--- config.mk ---
export PLATFORM = sky130hd
export DESIGN_NAME = modbus_rtu_read_regs_master
export DESIGN_NICKNAME = d
export VERILOG_FILES = /design/src/sv/mbrr_pkg.sv /design/src/sv/mbrr_front.sv /design/src/sv/mbrr_opq.sv /design/src/sv/mbrr_back.sv /design/src/sv/modbus_rtu_read_regs_master.sv
export SDC_FILE = /design/constraint.sdc
export NUM_CORES = 1
export LEC_CHECK = 0
export BUFFER_PORTS_ARGS = -buffer_cell sky130_fd_sc_hd__buf_2
export CORE_MARGIN = 2
export CORE_UTILIZATION = 39
export CTS_CLUSTER_SIZE = 8
export DETAILED_ROUTE_END_ITERATION = 6
export GPL_TIMING_DRIVEN = 0
export HOLD_SLACK_MARGIN = 0.06
export MAX_ROUTING_LAYER = met4
export PLACE_DENSITY = 0.57
export SYNTH_ARGS = -nofsm -noshare
export SYNTH_HDL_FRONTEND = slang
export SYNTH_HIERARCHICAL = 1
export SYNTH_SLANG_ARGS = --single-unit
--- constraint.sdc ---
create_clock -name clk -period 10.15 [get_ports clk]
set_clock_uncertainty 0.1 [all_clocks]
set_input_delay 1.015 -clock clk [delete_from_list [all_inputs] [get_ports clk]]
set_output_delay 1.015 -clock clk [all_outputs]
set_load 0.005 [all_outputs]
--- src/sv/mbrr_pkg.sv ---
package mbrr_pkg;

	// Input command codes.
	localparam logic [1:0] CMD_REQUEST   = 2'd0;
	localparam logic [1:0] CMD_RX_BYTE   = 2'd1;
	localparam logic [1:0] CMD_END_FRAME = 2'd2;

	// Result kinds.
	localparam logic [1:0] KIND_TX     = 2'd0;
	localparam logic [1:0] KIND_REG    = 2'd1;
	localparam logic [1:0] KIND_STATUS = 2'd2;

	// Frame status codes.
	localparam logic [1:0] ST_OK    = 2'd0;
	localparam logic [1:0] ST_SHORT = 2'd1;
	localparam logic [1:0] ST_ADDR  = 2'd2;
	localparam logic [1:0] ST_CRC   = 2'd3;

	localparam logic [7:0]  FUNC_READ = 8'h03;
	localparam logic [15:0] CRC_INIT  = 16'hFFFF;
	localparam logic [15:0] CRC_POLY  = 16'hA001;

	// Request frame byte positions: six covered by the CRC, the last one ends the frame.
	localparam logic [2:0] REQ_CRC_BYTES = 3'd6;
	localparam logic [2:0] REQ_LAST      = 3'd7;

	// Depth of the operation queue between front and back.
	localparam int OPQ_DEPTH = 4;

	typedef struct packed {
		logic [1:0]  cmd;
		logic [15:0] start_register;
		logic [4:0]  reg_count;
		logic [7:0]  rx_byte;
	} item_t;

	typedef struct packed {
		logic [1:0]  kind;
		logic [7:0]  tx_byte;
		logic [15:0] reg_value;
		logic [1:0]  status;
		logic        last;
	} result_t;

	typedef enum logic [1:0] {
		OP_REQUEST,
		OP_RX_BYTE,
		OP_END_FRAME
	} op_kind_t;

	typedef struct packed {
		op_kind_t    kind;
		logic [15:0] start_register;
		logic [4:0]  reg_count;
		logic [7:0]  rx_byte;
	} op_t;

	typedef enum logic [2:0] {
		BS_IDLE,
		BS_REQ,
		BS_CHECK,
		BS_FETCH,
		BS_REGOUT,
		BS_STATUS
	} back_state_t;

	// One byte of the Modbus CRC-16, reflected form.
	function automatic logic [15:0] crc_add(input logic [15:0] crc, input logic [7:0] b);
		logic [15:0] c;
		c = crc ^ {8'h00, b};
		for (int i = 0; i < 8; i++) begin
			c = c[0] ? ((c >> 1) ^ CRC_POLY) : (c >> 1);
		end
		return c;
	endfunction

endpackage

--- src/sv/mbrr_front.sv ---
module mbrr_front #(
	parameter int MAX_REGS = 16
) (
	input  logic            push,
	output logic            full,
	input  mbrr_pkg::item_t item,
	input  logic            opq_full,
	output logic            opq_push,
	output mbrr_pkg::op_t   opq_op
);
	import mbrr_pkg::*;

	logic       cmd_known;
	logic [4:0] count_sat;

	// The request count is clamped to what the register store can hold.
	assign count_sat = (item.reg_count > 5'(MAX_REGS)) ? 5'(MAX_REGS) : item.reg_count;

	always_comb begin
		cmd_known = 1'b1;
		opq_op = '{kind: OP_RX_BYTE, start_register: item.start_register,
			reg_count: count_sat, rx_byte: item.rx_byte};
		unique case (item.cmd)
			CMD_REQUEST:   opq_op.kind = OP_REQUEST;
			CMD_RX_BYTE:   opq_op.kind = OP_RX_BYTE;
			CMD_END_FRAME: opq_op.kind = OP_END_FRAME;
			default:       cmd_known = 1'b0;
		endcase
	end

	// Unused commands are taken and dropped so they never reach the back end.
	assign full     = opq_full;
	assign opq_push = push && !opq_full && cmd_known;

endmodule

--- src/sv/mbrr_opq.sv ---
module mbrr_opq (
	input  logic          clk,
	input  logic          arst_n,
	input  logic          push,
	input  mbrr_pkg::op_t op_in,
	output logic          full,
	input  logic          pop,
	output mbrr_pkg::op_t op_out,
	output logic          empty
);
	import mbrr_pkg::*;

	localparam int PTR_W = $clog2(OPQ_DEPTH);
	localparam int CNT_W = $clog2(OPQ_DEPTH + 1);

	op_t              slot_q [OPQ_DEPTH];
	logic [PTR_W-1:0] wr_ptr_q;
	logic [PTR_W-1:0] rd_ptr_q;
	logic [CNT_W-1:0] count_q;
	logic             do_push;
	logic             do_pop;

	assign full    = (count_q == CNT_W'(OPQ_DEPTH));
	assign empty   = (count_q == '0);
	assign do_push = push && !full;
	assign do_pop  = pop && !empty;
	assign op_out  = slot_q[rd_ptr_q];

	always_ff @(posedge clk or negedge arst_n) begin
		if (!arst_n) begin
			wr_ptr_q <= '0;
			rd_ptr_q <= '0;
			count_q  <= '0;
		end else begin
			if (do_push) begin
				wr_ptr_q <= wr_ptr_q + PTR_W'(1);
			end
			if (do_pop) begin
				rd_ptr_q <= rd_ptr_q + PTR_W'(1);
			end
			if (do_push && !do_pop) begin
				count_q <= count_q + CNT_W'(1);
			end else if (do_pop && !do_push) begin
				count_q <= count_q - CNT_W'(1);
			end
		end
	end

	always_ff @(posedge clk) begin
		if (do_push) begin
			slot_q[wr_ptr_q] <= op_in;
		end
	end

	a_count_bound: assert property (@(posedge clk) disable iff (!arst_n)
		count_q <= CNT_W'(OPQ_DEPTH))
		else $error("operation queue count beyond depth");

	a_no_push_full: assert property (@(posedge clk) disable iff (!arst_n)
		!(push && full))
		else $error("operation pushed into a full queue");

	a_no_pop_empty: assert property (@(posedge clk) disable iff (!arst_n)
		!(pop && empty))
		else $error("operation popped from an empty queue");

endmodule

--- src/sv/mbrr_back.sv ---
module mbrr_back #(
	parameter int MAX_REGS    = 16,
	parameter int FRAME_BYTES = 64
) (
	input  logic              clk,
	input  logic              arst_n,
	input  logic              cfg_wr_en,
	input  logic [7:0]        cfg_wr_data,
	input  logic              op_valid,
	input  mbrr_pkg::op_t     op,
	output logic              op_pop,
	input  logic              pop,
	output logic              empty,
	output mbrr_pkg::result_t result
);
	import mbrr_pkg::*;

	localparam int LEN_W = $clog2(FRAME_BYTES + 1);
	localparam int IDX_W = (MAX_REGS > 1) ? $clog2(MAX_REGS) : 1;
	localparam int OFF_W = (LEN_W > IDX_W) ? LEN_W : IDX_W + 1;
	localparam int CMP_W = (LEN_W > 7) ? LEN_W : 7;

	back_state_t      state_q, state_d;
	logic [7:0]       node_addr_q;
	logic [LEN_W-1:0] rx_len_q;
	logic [15:0]      crc_run_q;
	logic [15:0]      tail_q;
	logic [15:0]      hdr_q;
	logic [4:0]       exp_cnt_q;
	logic [15:0]      req_reg_q;
	logic [15:0]      req_crc_q;
	logic [2:0]       req_idx_q;
	logic [4:0]       rd_idx_q;
	logic [7:0]       rd_hi_q;
	logic [7:0]       rd_lo_q;
	logic             out_valid_q;
	result_t          out_q;
	logic [7:0]       mem_hi [MAX_REGS];
	logic [7:0]       mem_lo [MAX_REGS];

	logic             out_free;
	logic [CMP_W-1:0] want;
	logic             too_short;
	logic             bad_addr;
	logic             bad_crc;
	logic [7:0]       req_byte;
	logic             room;
	logic [OFF_W-1:0] off;
	logic [OFF_W-1:0] widx_full;
	logic             wr_store;
	logic             do_req_start;
	logic             do_rx;
	logic             req_step;
	logic             rd_start;
	logic             rd_next;
	logic             emit;
	result_t          emit_val;

	assign out_free  = !out_valid_q || pop;
	assign empty     = !out_valid_q;
	assign result    = out_q;

	assign want      = CMP_W'(5) + CMP_W'({exp_cnt_q, 1'b0});
	assign too_short = CMP_W'(rx_len_q) < want;
	assign bad_addr  = (hdr_q[15:8] != node_addr_q) || (hdr_q[7:0] != FUNC_READ);
	assign bad_crc   = {tail_q[7:0], tail_q[15:8]} != crc_run_q;

	assign room      = rx_len_q < LEN_W'(FRAME_BYTES);
	assign off       = OFF_W'(rx_len_q) - OFF_W'(3);
	assign widx_full = off >> 1;
	assign wr_store  = (rx_len_q >= LEN_W'(3)) && (widx_full < OFF_W'(MAX_REGS));

	always_comb begin
		case (req_idx_q)
			3'd0:    req_byte = node_addr_q;
			3'd1:    req_byte = FUNC_READ;
			3'd2:    req_byte = req_reg_q[15:8];
			3'd3:    req_byte = req_reg_q[7:0];
			3'd4:    req_byte = 8'h00;
			3'd5:    req_byte = {3'b000, exp_cnt_q};
			3'd6:    req_byte = req_crc_q[7:0];
			default: req_byte = req_crc_q[15:8];
		endcase
	end

	always_comb begin
		state_d      = state_q;
		op_pop       = 1'b0;
		do_req_start = 1'b0;
		do_rx        = 1'b0;
		req_step     = 1'b0;
		rd_start     = 1'b0;
		rd_next      = 1'b0;
		emit         = 1'b0;
		emit_val     = '0;
		unique case (state_q)
			BS_IDLE: begin
				if (op_valid) begin
					op_pop = 1'b1;
					unique case (op.kind)
						OP_REQUEST: begin
							do_req_start = 1'b1;
							state_d      = BS_REQ;
						end
						OP_RX_BYTE:   do_rx = 1'b1;
						OP_END_FRAME: state_d = BS_CHECK;
						default:      ;
					endcase
				end
			end
			BS_REQ: begin
				if (out_free) begin
					emit             = 1'b1;
					emit_val.kind    = KIND_TX;
					emit_val.tx_byte = req_byte;
					emit_val.last    = (req_idx_q == REQ_LAST);
					req_step         = 1'b1;
					if (req_idx_q == REQ_LAST) begin
						state_d = BS_IDLE;
					end
				end
			end
			BS_CHECK: begin
				if (out_free) begin
					emit          = 1'b1;
					emit_val.kind = KIND_STATUS;
					emit_val.last = 1'b1;
					state_d       = BS_IDLE;
					if (too_short) begin
						emit_val.status = ST_SHORT;
					end else if (bad_addr) begin
						emit_val.status = ST_ADDR;
					end else if (bad_crc) begin
						emit_val.status = ST_CRC;
					end else if (exp_cnt_q != 5'd0) begin
						emit     = 1'b0;
						rd_start = 1'b1;
						state_d  = BS_FETCH;
					end else begin
						emit_val.status = ST_OK;
					end
				end
			end
			BS_FETCH: state_d = BS_REGOUT;
			BS_REGOUT: begin
				if (out_free) begin
					emit               = 1'b1;
					emit_val.kind      = KIND_REG;
					emit_val.reg_value = {rd_hi_q, rd_lo_q};
					rd_next            = 1'b1;
					state_d = ((rd_idx_q + 5'd1) == exp_cnt_q) ? BS_STATUS : BS_FETCH;
				end
			end
			BS_STATUS: begin
				if (out_free) begin
					emit            = 1'b1;
					emit_val.kind   = KIND_STATUS;
					emit_val.status = ST_OK;
					emit_val.last   = 1'b1;
					state_d         = BS_IDLE;
				end
			end
			default: state_d = BS_IDLE;
		endcase
	end

	always_ff @(posedge clk or negedge arst_n) begin
		if (!arst_n) begin
			state_q <= BS_IDLE;
		end else begin
			state_q <= state_d;
		end
	end

	always_ff @(posedge clk or negedge arst_n) begin
		if (!arst_n) begin
			node_addr_q <= 8'd1;
			rx_len_q    <= '0;
			crc_run_q   <= CRC_INIT;
			tail_q      <= '0;
			hdr_q       <= '0;
			exp_cnt_q   <= '0;
			req_idx_q   <= '0;
			rd_idx_q    <= '0;
			out_valid_q <= 1'b0;
		end else begin
			if (cfg_wr_en) begin
				node_addr_q <= cfg_wr_data;
			end
			if (do_req_start) begin
				rx_len_q  <= '0;
				crc_run_q <= CRC_INIT;
				tail_q    <= '0;
				hdr_q     <= '0;
				exp_cnt_q <= op.reg_count;
				req_idx_q <= '0;
			end else if (do_rx && room) begin
				if (rx_len_q >= LEN_W'(2)) begin
					crc_run_q <= crc_add(crc_run_q, tail_q[15:8]);
				end
				tail_q <= {tail_q[7:0], op.rx_byte};
				if (rx_len_q == '0) begin
					hdr_q <= {op.rx_byte, 8'h00};
				end else if (rx_len_q == LEN_W'(1)) begin
					hdr_q <= {hdr_q[15:8], op.rx_byte};
				end
				rx_len_q <= rx_len_q + LEN_W'(1);
			end
			if (req_step) begin
				req_idx_q <= req_idx_q + 3'd1;
			end
			if (rd_start) begin
				rd_idx_q <= '0;
			end else if (rd_next) begin
				rd_idx_q <= rd_idx_q + 5'd1;
			end
			if (emit) begin
				out_valid_q <= 1'b1;
			end else if (pop) begin
				out_valid_q <= 1'b0;
			end
		end
	end

	always_ff @(posedge clk) begin
		if (do_req_start) begin
			req_reg_q <= op.start_register;
			req_crc_q <= CRC_INIT;
		end else if (req_step && (req_idx_q < REQ_CRC_BYTES)) begin
			req_crc_q <= crc_add(req_crc_q, req_byte);
		end
		if (emit) begin
			out_q <= emit_val;
		end
	end

	// Register store: byte-wide halves, one write port and one registered read port.
	always_ff @(posedge clk) begin
		if (do_rx && room && wr_store) begin
			if (!off[0]) begin
				mem_hi[widx_full[IDX_W-1:0]] <= op.rx_byte;
			end else begin
				mem_lo[widx_full[IDX_W-1:0]] <= op.rx_byte;
			end
		end
		if (state_q == BS_FETCH) begin
			rd_hi_q <= mem_hi[rd_idx_q[IDX_W-1:0]];
			rd_lo_q <= mem_lo[rd_idx_q[IDX_W-1:0]];
		end
	end

	a_len_bound: assert property (@(posedge clk) disable iff (!arst_n)
		rx_len_q <= LEN_W'(FRAME_BYTES))
		else $error("receive length beyond frame buffer");

	a_regout_index: assert property (@(posedge clk) disable iff (!arst_n)
		(state_q == BS_REGOUT) |-> (rd_idx_q < exp_cnt_q))
		else $error("register read past the requested count");

	a_status_last: assert property (@(posedge clk) disable iff (!arst_n)
		(out_valid_q && (out_q.kind == KIND_STATUS)) |-> out_q.last)
		else $error("status result not marked last");

	a_pop_idle: assert property (@(posedge clk) disable iff (!arst_n)
		op_pop |-> (state_q == BS_IDLE) && op_valid)
		else $error("operation taken while busy");

endmodule

--- src/sv/modbus_rtu_read_regs_master.sv ---
// Modbus RTU master for function 0x03 (read holding registers). An input transaction
// carries one command: a request makes the block send the 8-byte request frame (node
// address, function, start register and count big-endian, CRC-16 low byte first) as eight
// kind-0 results and clears the receive state; a received byte is stored (up to FRAME_BYTES,
// the rest are dropped) and gives no result; an end-of-frame command checks the reply for
// length, then address and function, then CRC, and gives either the register values as
// kind-1 results followed by an ok status, or a single error status. The last result of
// each command has last set. A request count above MAX_REGS is clamped to MAX_REGS. A
// front stage decodes commands into a four-entry operation queue, so up to four commands
// are taken while the back end is still busy; the back end works on one operation at a
// time and takes the next from the queue only while idle. A received byte is stored as
// it is taken, a request is taken and then its frame bytes are sent in order, and an end
// of frame is taken and then checked; it ends with the checks when it ends in an error or
// in the bare ok status of a zero count, while with registers to return each value is
// read from the register store through its registered read port and then sent. Results
// wait in one output register, and the back end stalls while it is full and not being
// popped. The node address register resets to 1 and should only be written while no
// transaction is in flight.
module modbus_rtu_read_regs_master #(
	parameter int MAX_REGS    = 16,
	parameter int FRAME_BYTES = 64
) (
	input  logic              clk,
	input  logic              arst_n,
	input  logic              push,
	output logic              full,
	input  mbrr_pkg::item_t   item,
	input  logic              pop,
	output logic              empty,
	output mbrr_pkg::result_t result,
	input  logic              cfg_wr_en,
	input  logic [7:0]        cfg_wr_data
);
	import mbrr_pkg::*;

	logic opq_full;
	logic opq_push;
	op_t  opq_in;
	logic opq_pop;
	op_t  opq_out;
	logic opq_empty;

	// Front end: decodes each accepted command into a queue operation.
	mbrr_front #(
		.MAX_REGS(MAX_REGS)
	) u_front (
		.push    (push),
		.full    (full),
		.item    (item),
		.opq_full(opq_full),
		.opq_push(opq_push),
		.opq_op  (opq_in)
	);

	// Decouples command intake from frame generation and checking.
	mbrr_opq u_opq (
		.clk   (clk),
		.arst_n(arst_n),
		.push  (opq_push),
		.op_in (opq_in),
		.full  (opq_full),
		.pop   (opq_pop),
		.op_out(opq_out),
		.empty (opq_empty)
	);

	// Back end: owns the receive state, the register store and the result register.
	mbrr_back #(
		.MAX_REGS   (MAX_REGS),
		.FRAME_BYTES(FRAME_BYTES)
	) u_back (
		.clk        (clk),
		.arst_n     (arst_n),
		.cfg_wr_en  (cfg_wr_en),
		.cfg_wr_data(cfg_wr_data),
		.op_valid   (!opq_empty),
		.op         (opq_out),
		.op_pop     (opq_pop),
		.pop        (pop),
		.empty      (empty),
		.result     (result)
	);

endmodule

After elaboration in Yosys (flattened, before gate mapping)

Memories as Yosys holds them, arrays and structs flattened. A register that Yosys moved wholly into a read port is not among the register bits.
Cells that the tools add are included.

Add/subtract/negate cells: 9
$mul: 0
Divide/modulo/power cells: 0
Magnitude comparators: 7
Equal/unequal tests: 29
Shifts and indexed selects: 0
Muxes and demuxes: 94
Bitwise logic cells: 18
Reductions and logical operators: 41

Operator list:

| operator            | count |
|---|---|
| $mux 16             | 24 |
| $pmux 8 s7          | 1 |
| $not 2->3           | 16 |
| $mux 3              | 15 |
| $mux 1              | 36 |
| $xor 16x8->16       | 2 |
| $eq 3x3->1 const B  | 7 |
| $pmux 3 s6          | 1 |
| $ne 16x16->1        | 1 |
| $mux 5              | 3 |
| $ge 7x2->1 const B  | 2 |
| $mux 7              | 2 |
| $reduce_bool 2->1   | 7 |
| $eq 3x2->1 const B  | 4 |
| $logic_and 1x1->1   | 10 |
| $mux 2              | 5 |
| $ne 2x1->1 const B  | 5 |
| $reduce_and 2->1    | 5 |
| $logic_not 3->1     | 3 |
| $mux 8              | 1 |
| $ne 8x2->1 const B  | 1 |
| $ne 8x8->1          | 1 |
| $pmux 2 s2          | 2 |
| $add 3x6->7 const A | 1 |
| 31 further kinds    | 43 |

Register bits: 148
Latch bits: 0
Bits in writable memories: 380
ROM bits: 0
Word-level logic and storage cells: 222
Memories: 3

Memories:

| memory        | depth | width | read ports | clocked after memory_dff | wr ports | line            | source |
|---|---|---|---|---|---|---|---|
| u_back.mem_hi | 16    | 8     | 1          | 1                        | 1        | mbrr_back.sv:38 | `logic [7:0] mem_hi [MAX_REGS];` |
| u_back.mem_lo | 16    | 8     | 1          | 1                        | 1        | mbrr_back.sv:39 | `logic [7:0] mem_lo [MAX_REGS];` |
| u_opq.slot_q  | 4     | 31    | 1          | 0                        | 1        | mbrr_opq.sv:16  | `op_t slot_q [OPQ_DEPTH];` |

Longest topological paths before layout

Depth after elaboration: 20
Gate-level depth with buffers: 13
Mapped depth without buffers: 12

Cells and area by module

The synthesis kept the hierarchy.

By module, submodules not included:

| module                      | instances | cells each | area an instance (µm²) | sequential area each (µm²) |
|---|---|---|---|---|
| mbrr_back                   | 1         | 1111       | 17289.1                | 11862.6 |
| mbrr_opq                    | 1         | 198        | 4944.7                 | 3898.7 |
| mbrr_front                  | 1         | 34         | 242.7                  | 0.0 |
| modbus_rtu_read_regs_master | 1         | 1          | 3.8                    | 0.0 |

Worst setup path before layout

OpenSTA, ideal clock, no wires.

Path type: register to register
Start point: reg u_back.rx_len_q[1]
End point: reg u_back.out_q, in the netlist u_back/result[0], enable pin
Data arrival time: 2869 ps
Data required time: 9635 ps
Slack: 6766 ps
Stages on the path, launching flop included: 10
Path buffers: 0
Period minus slack after synthesis: 3384 ps
Path through: dfrtp_1 ha_1 a21o_1 a21o_1 a21o_1 a21oi_1 o21ai_0 nand2b_1 a21oi_1 nor2_1

Cells in the longest elaborated chain, start to end: 4

RTL lines:

| element                | line             | source |
|---|---|---|
| start, declared        | mbrr_back.sv:25  | `logic [LEN_W-1:0] rx_len_q;` |
| start signal, assigned | mbrr_back.sv:207 | `rx_len_q <= rx_len_q + LEN_W'(1);` |
| $lt 7x7->1             | mbrr_back.sv:64  | `assign too_short = CMP_W'(rx_len_q) < want;` |
| $mux 1                 | mbrr_back.sv:129 | `if (too_short) begin` |
| $mux 1                 | mbrr_back.sv:124 | `if (out_free) begin` |
| $pmux 1 s2             | mbrr_back.sv:96  | `unique case (state_q)` |
| via u_back.emit        | mbrr_back.sv:56  | `logic emit;` |
| end signal, assigned   | mbrr_back.sv:233 | `out_q <= emit_val;` |
| end, declared          | mbrr_back.sv:37  | `result_t out_q;` |

The timed path passes the listed nets, and every way through them passes these cells.
A chain may end at the register's enable or synchronous reset.

==> impl_metrics.toml <==
[synthesis]
async_flop_share_pct = 16.0
synth_commonest_cells = "edfxtp_1 (441), nand2_1 (125), mux4_2 (108), nor2_1 (75), dfrtp_1 (70)"
yosysWarningCount = 6
yosysTopAreaCellShare_pct = 58.9
netlist_area_um2 = 22500
ys_top_cells_by_area = "edfxtp_1 (59%), mux4_2 (11%), dfrtp_1 (7.8%)"
synth-edff-count = 441
ys.flop_type = "edfxtp_1"
synth_seq_cells = 544
yosysSeqAreaShare_pct = 70.1
netlist_instances = 1344
syn_avg_cell_area_um2 = 16.7
synth_nets = 1414
synth_most_common_cell = "edfxtp_1"
yosysTopAreaCell = "edfxtp_1"
synth_cell_types = 74

[floorplan]
start_util_pct = 39.2
ios = 75
num_rows = 88
core_um2 = 57400
dieWidth_um = 244
die_area_um2 = 59600
die_h_um = 244

[hold_path]
hold_class = "in -> async"

[detailed_routing]
drt_iter0_drc = 916
wl_um = 49900
ant_nets = 0
vias_per_cell = 5.24
dr.pass1.iters = 7
avgRoutedWirePerCell_um = 21.7
via_count = 12061
drc = 0

[power]
p_sw_share_pct = 32.7
p_comb_share_pct = 33.1
pwr-share-seq_pct = 38.4
peakVddDrop_mv = 0.269
power_frac_clock_pct = 28.5
leakage_uw = 0.00894
p_switching_uw = 2750
totalPowerFinal_uw = 8390
cell_internal_pwr_uw = 5650
power_density_nw_per_um2 = 322

[worst_setup_path]
crit_required_ps = 10270
critPathMaxFanout = 10
critPathArrivalTime_ps = 4210
worstSetupEndpointType = "register"
critical_path_class = "reg -> reg"
start_kind = "register"

[clock_tree]
numCtsBuffers = 78
clockRootBuffer = "clkbuf_16"
clk_pin_slew_ps = 50
post-cts-setup-buffer-count = 0
cts_htree_levels = 3
clock_latency_ps = 610
cts_tree = "yes"
clk_path_buf_depth = 3
cts_resized = 0
clock-sinks = 544
hold_buffers = 0

[timing]
worst_pin_slew_ps = 1300
period_needed_ps = 4100
finalCritPeriodShare_pct = 40.3
slew_headroom_pct = 13.4
fmax_mhz = 244
setup_viol = 0
layout_setup_ws_ps = 6050
fin_setup_tns_ps = 0
report.final.hold_viol_count = 0
slew_violations = 0
rsz0062_at_grt = "false"

[grt]
grt_start_max_net_pins = 48
grt_pass1_vias = 12465
grt-ovfl-total = 0
grtUsageTotal_pct = 17.7
grt_pass1_wl_um = 77200
antenna_found_initial = 2

[placed_design]
post-place-cells = 2162
hpwlAfterDp_um = 32500
place_congestion = 0.856
io_buffers = 49
pre_cts_slack_ps = 6110

[cells_and_area]
final_cells = 2300
antennaDiodeCount = 0
syn_to_final_growth_pct = 15.9
final_layout_size_suffix_gt1_share_pct = 21.8
fin_nets = 1547

[outcome]
status = "finished, final reports clean"

[run]
drv_cap = 0
-- placed cells by master, fill, tap and decap left out, types with 19 or more instances in the layout --
master	n
clkbuf_16	79
o21ai_0	40
clkbuf_1	92
dfrtp_1	70
inv_1	22
nand2_1	125
xor2_1	19
xnor2_1	54
buf_4	26
mux4_2	108
edfxtp_1	441
ha_1	25
a21oi_1	24
buf_2	53
nand3_1	39
nor2_1	73
-- critical path, stage by stage (launching register included) --
cell and delay (ps):
dfrtp_1 340, buf_6 150, buf_12 160, mux4_2 560
nand3b_1 260, nand2b_1 260, nor4_1 670, nand3_1 350
nor2_1 840
-- final timing paths --
check / start / to / slack (ps) / cells past startpoint
worst max-delay path: u_opq/rd_ptr_q[0] / u_back/mem_lo[7][6] / 6050 / 8
worst min-delay path: arst_n / u_back/tail_q[7] / 360 / 1
worst max register to register: u_opq/rd_ptr_q[0] / u_back/mem_lo[7][6] / 6050 / 8
worst min register to register: u_back/hdr_q[3] / u_back/hdr_q[3] / 380 / 2
max in group asynchronous: arst_n / u_back/crc_run_q[5] / 8890 / 2
min in group clk: u_back/hdr_q[3] / u_back/hdr_q[3] / 380 / 2
-- registers in the layout, indices dropped and copies added (netlist names), 5 cells and up --
| register | cells |
|---|---|
| u_back/result | 29 |
| u_back/mem_lo | 128 |
| u_back/req_reg_q | 16 |
| u_back/rd_idx_q | 5 |
| u_back/req_crc_q | 16 |
| u_opq/slot_q | 124 |
| u_back/crc_run_q | 16 |
| u_back/mem_hi | 128 |
| u_back/rd_hi_q | 8 |
| u_back/node_addr_q | 8 |
| u_back/hdr_q | 16 |
| u_back/rd_lo_q | 8 |
| u_back/exp_cnt_q | 5 |
| u_back/rx_len_q | 7 |
| u_back/tail_q | 16 |
-- logic make-up (layout without fill, tap and decap cells) --
kind of cell             Yosys count  count (layout)  share of synthesized area [%]
XOR/XNOR                          79              79                           3.34
AND/OR/NAND/NOR                  328             328                           6.70
adder cells (fa/ha/maj)           26              26                           1.48
buffers and inverters            114             305                           2.70
AO/OA/AOI/OAI                    126             126                           3.69
multiplexers                     127             127                           12.0
flip-flops                       544             544                           70.1
-- routing by layer --
metal | vias up | routed length (um) | track usage [%]
li1 | 5401 | - | -
met1 | 6286 | 22400 | 23.9
met2 | 304 | 24400 | 27.6
met3 | 70 | 2240 | 2.99
met4 | 0 | 917 | 5.20
met5 | - | 0 | -
-- per-stage QoR --
step	cell area (um^2)	hold slack, ps	util [%]
6_report	26100	360	45.4
5_1_grt	26100	390	45.4
4_1_cts	26100	344	45.4
3_5_place_dp	23800	372	41.4
3_3_place_gp	23700	361	41.3
2_1_floorplan	22500	345	-
-- cell type report --
cell class | instances | area (um^2)
timing repair buffer | 53 | 323
multi-input combinational | 686 | 6130
inverter | 22 | 82.6
buffer | 92 | 524
fill | 4949 | 31300
clock buffer | 132 | 2180
tap | 765 | 957
sequential | 544 | 15800
clock inverter | 6 | 103
-- power groups by stage --
| stage | clock network, uW | registers, uW | logic [uW] |
|---|---|---|---|
| after floorplan | 0 | 3210 | 1990 |
| after global placement | 0 | 3270 | 2730 |
| after detailed placement | 0 | 3270 | 2800 |
| after CTS | 2450 | 3230 | 2810 |
| after global routing | 2540 | 3260 | 3060 |
| final | 2390 | 3220 | 2780 |
(Power assumes the default switching activity.)
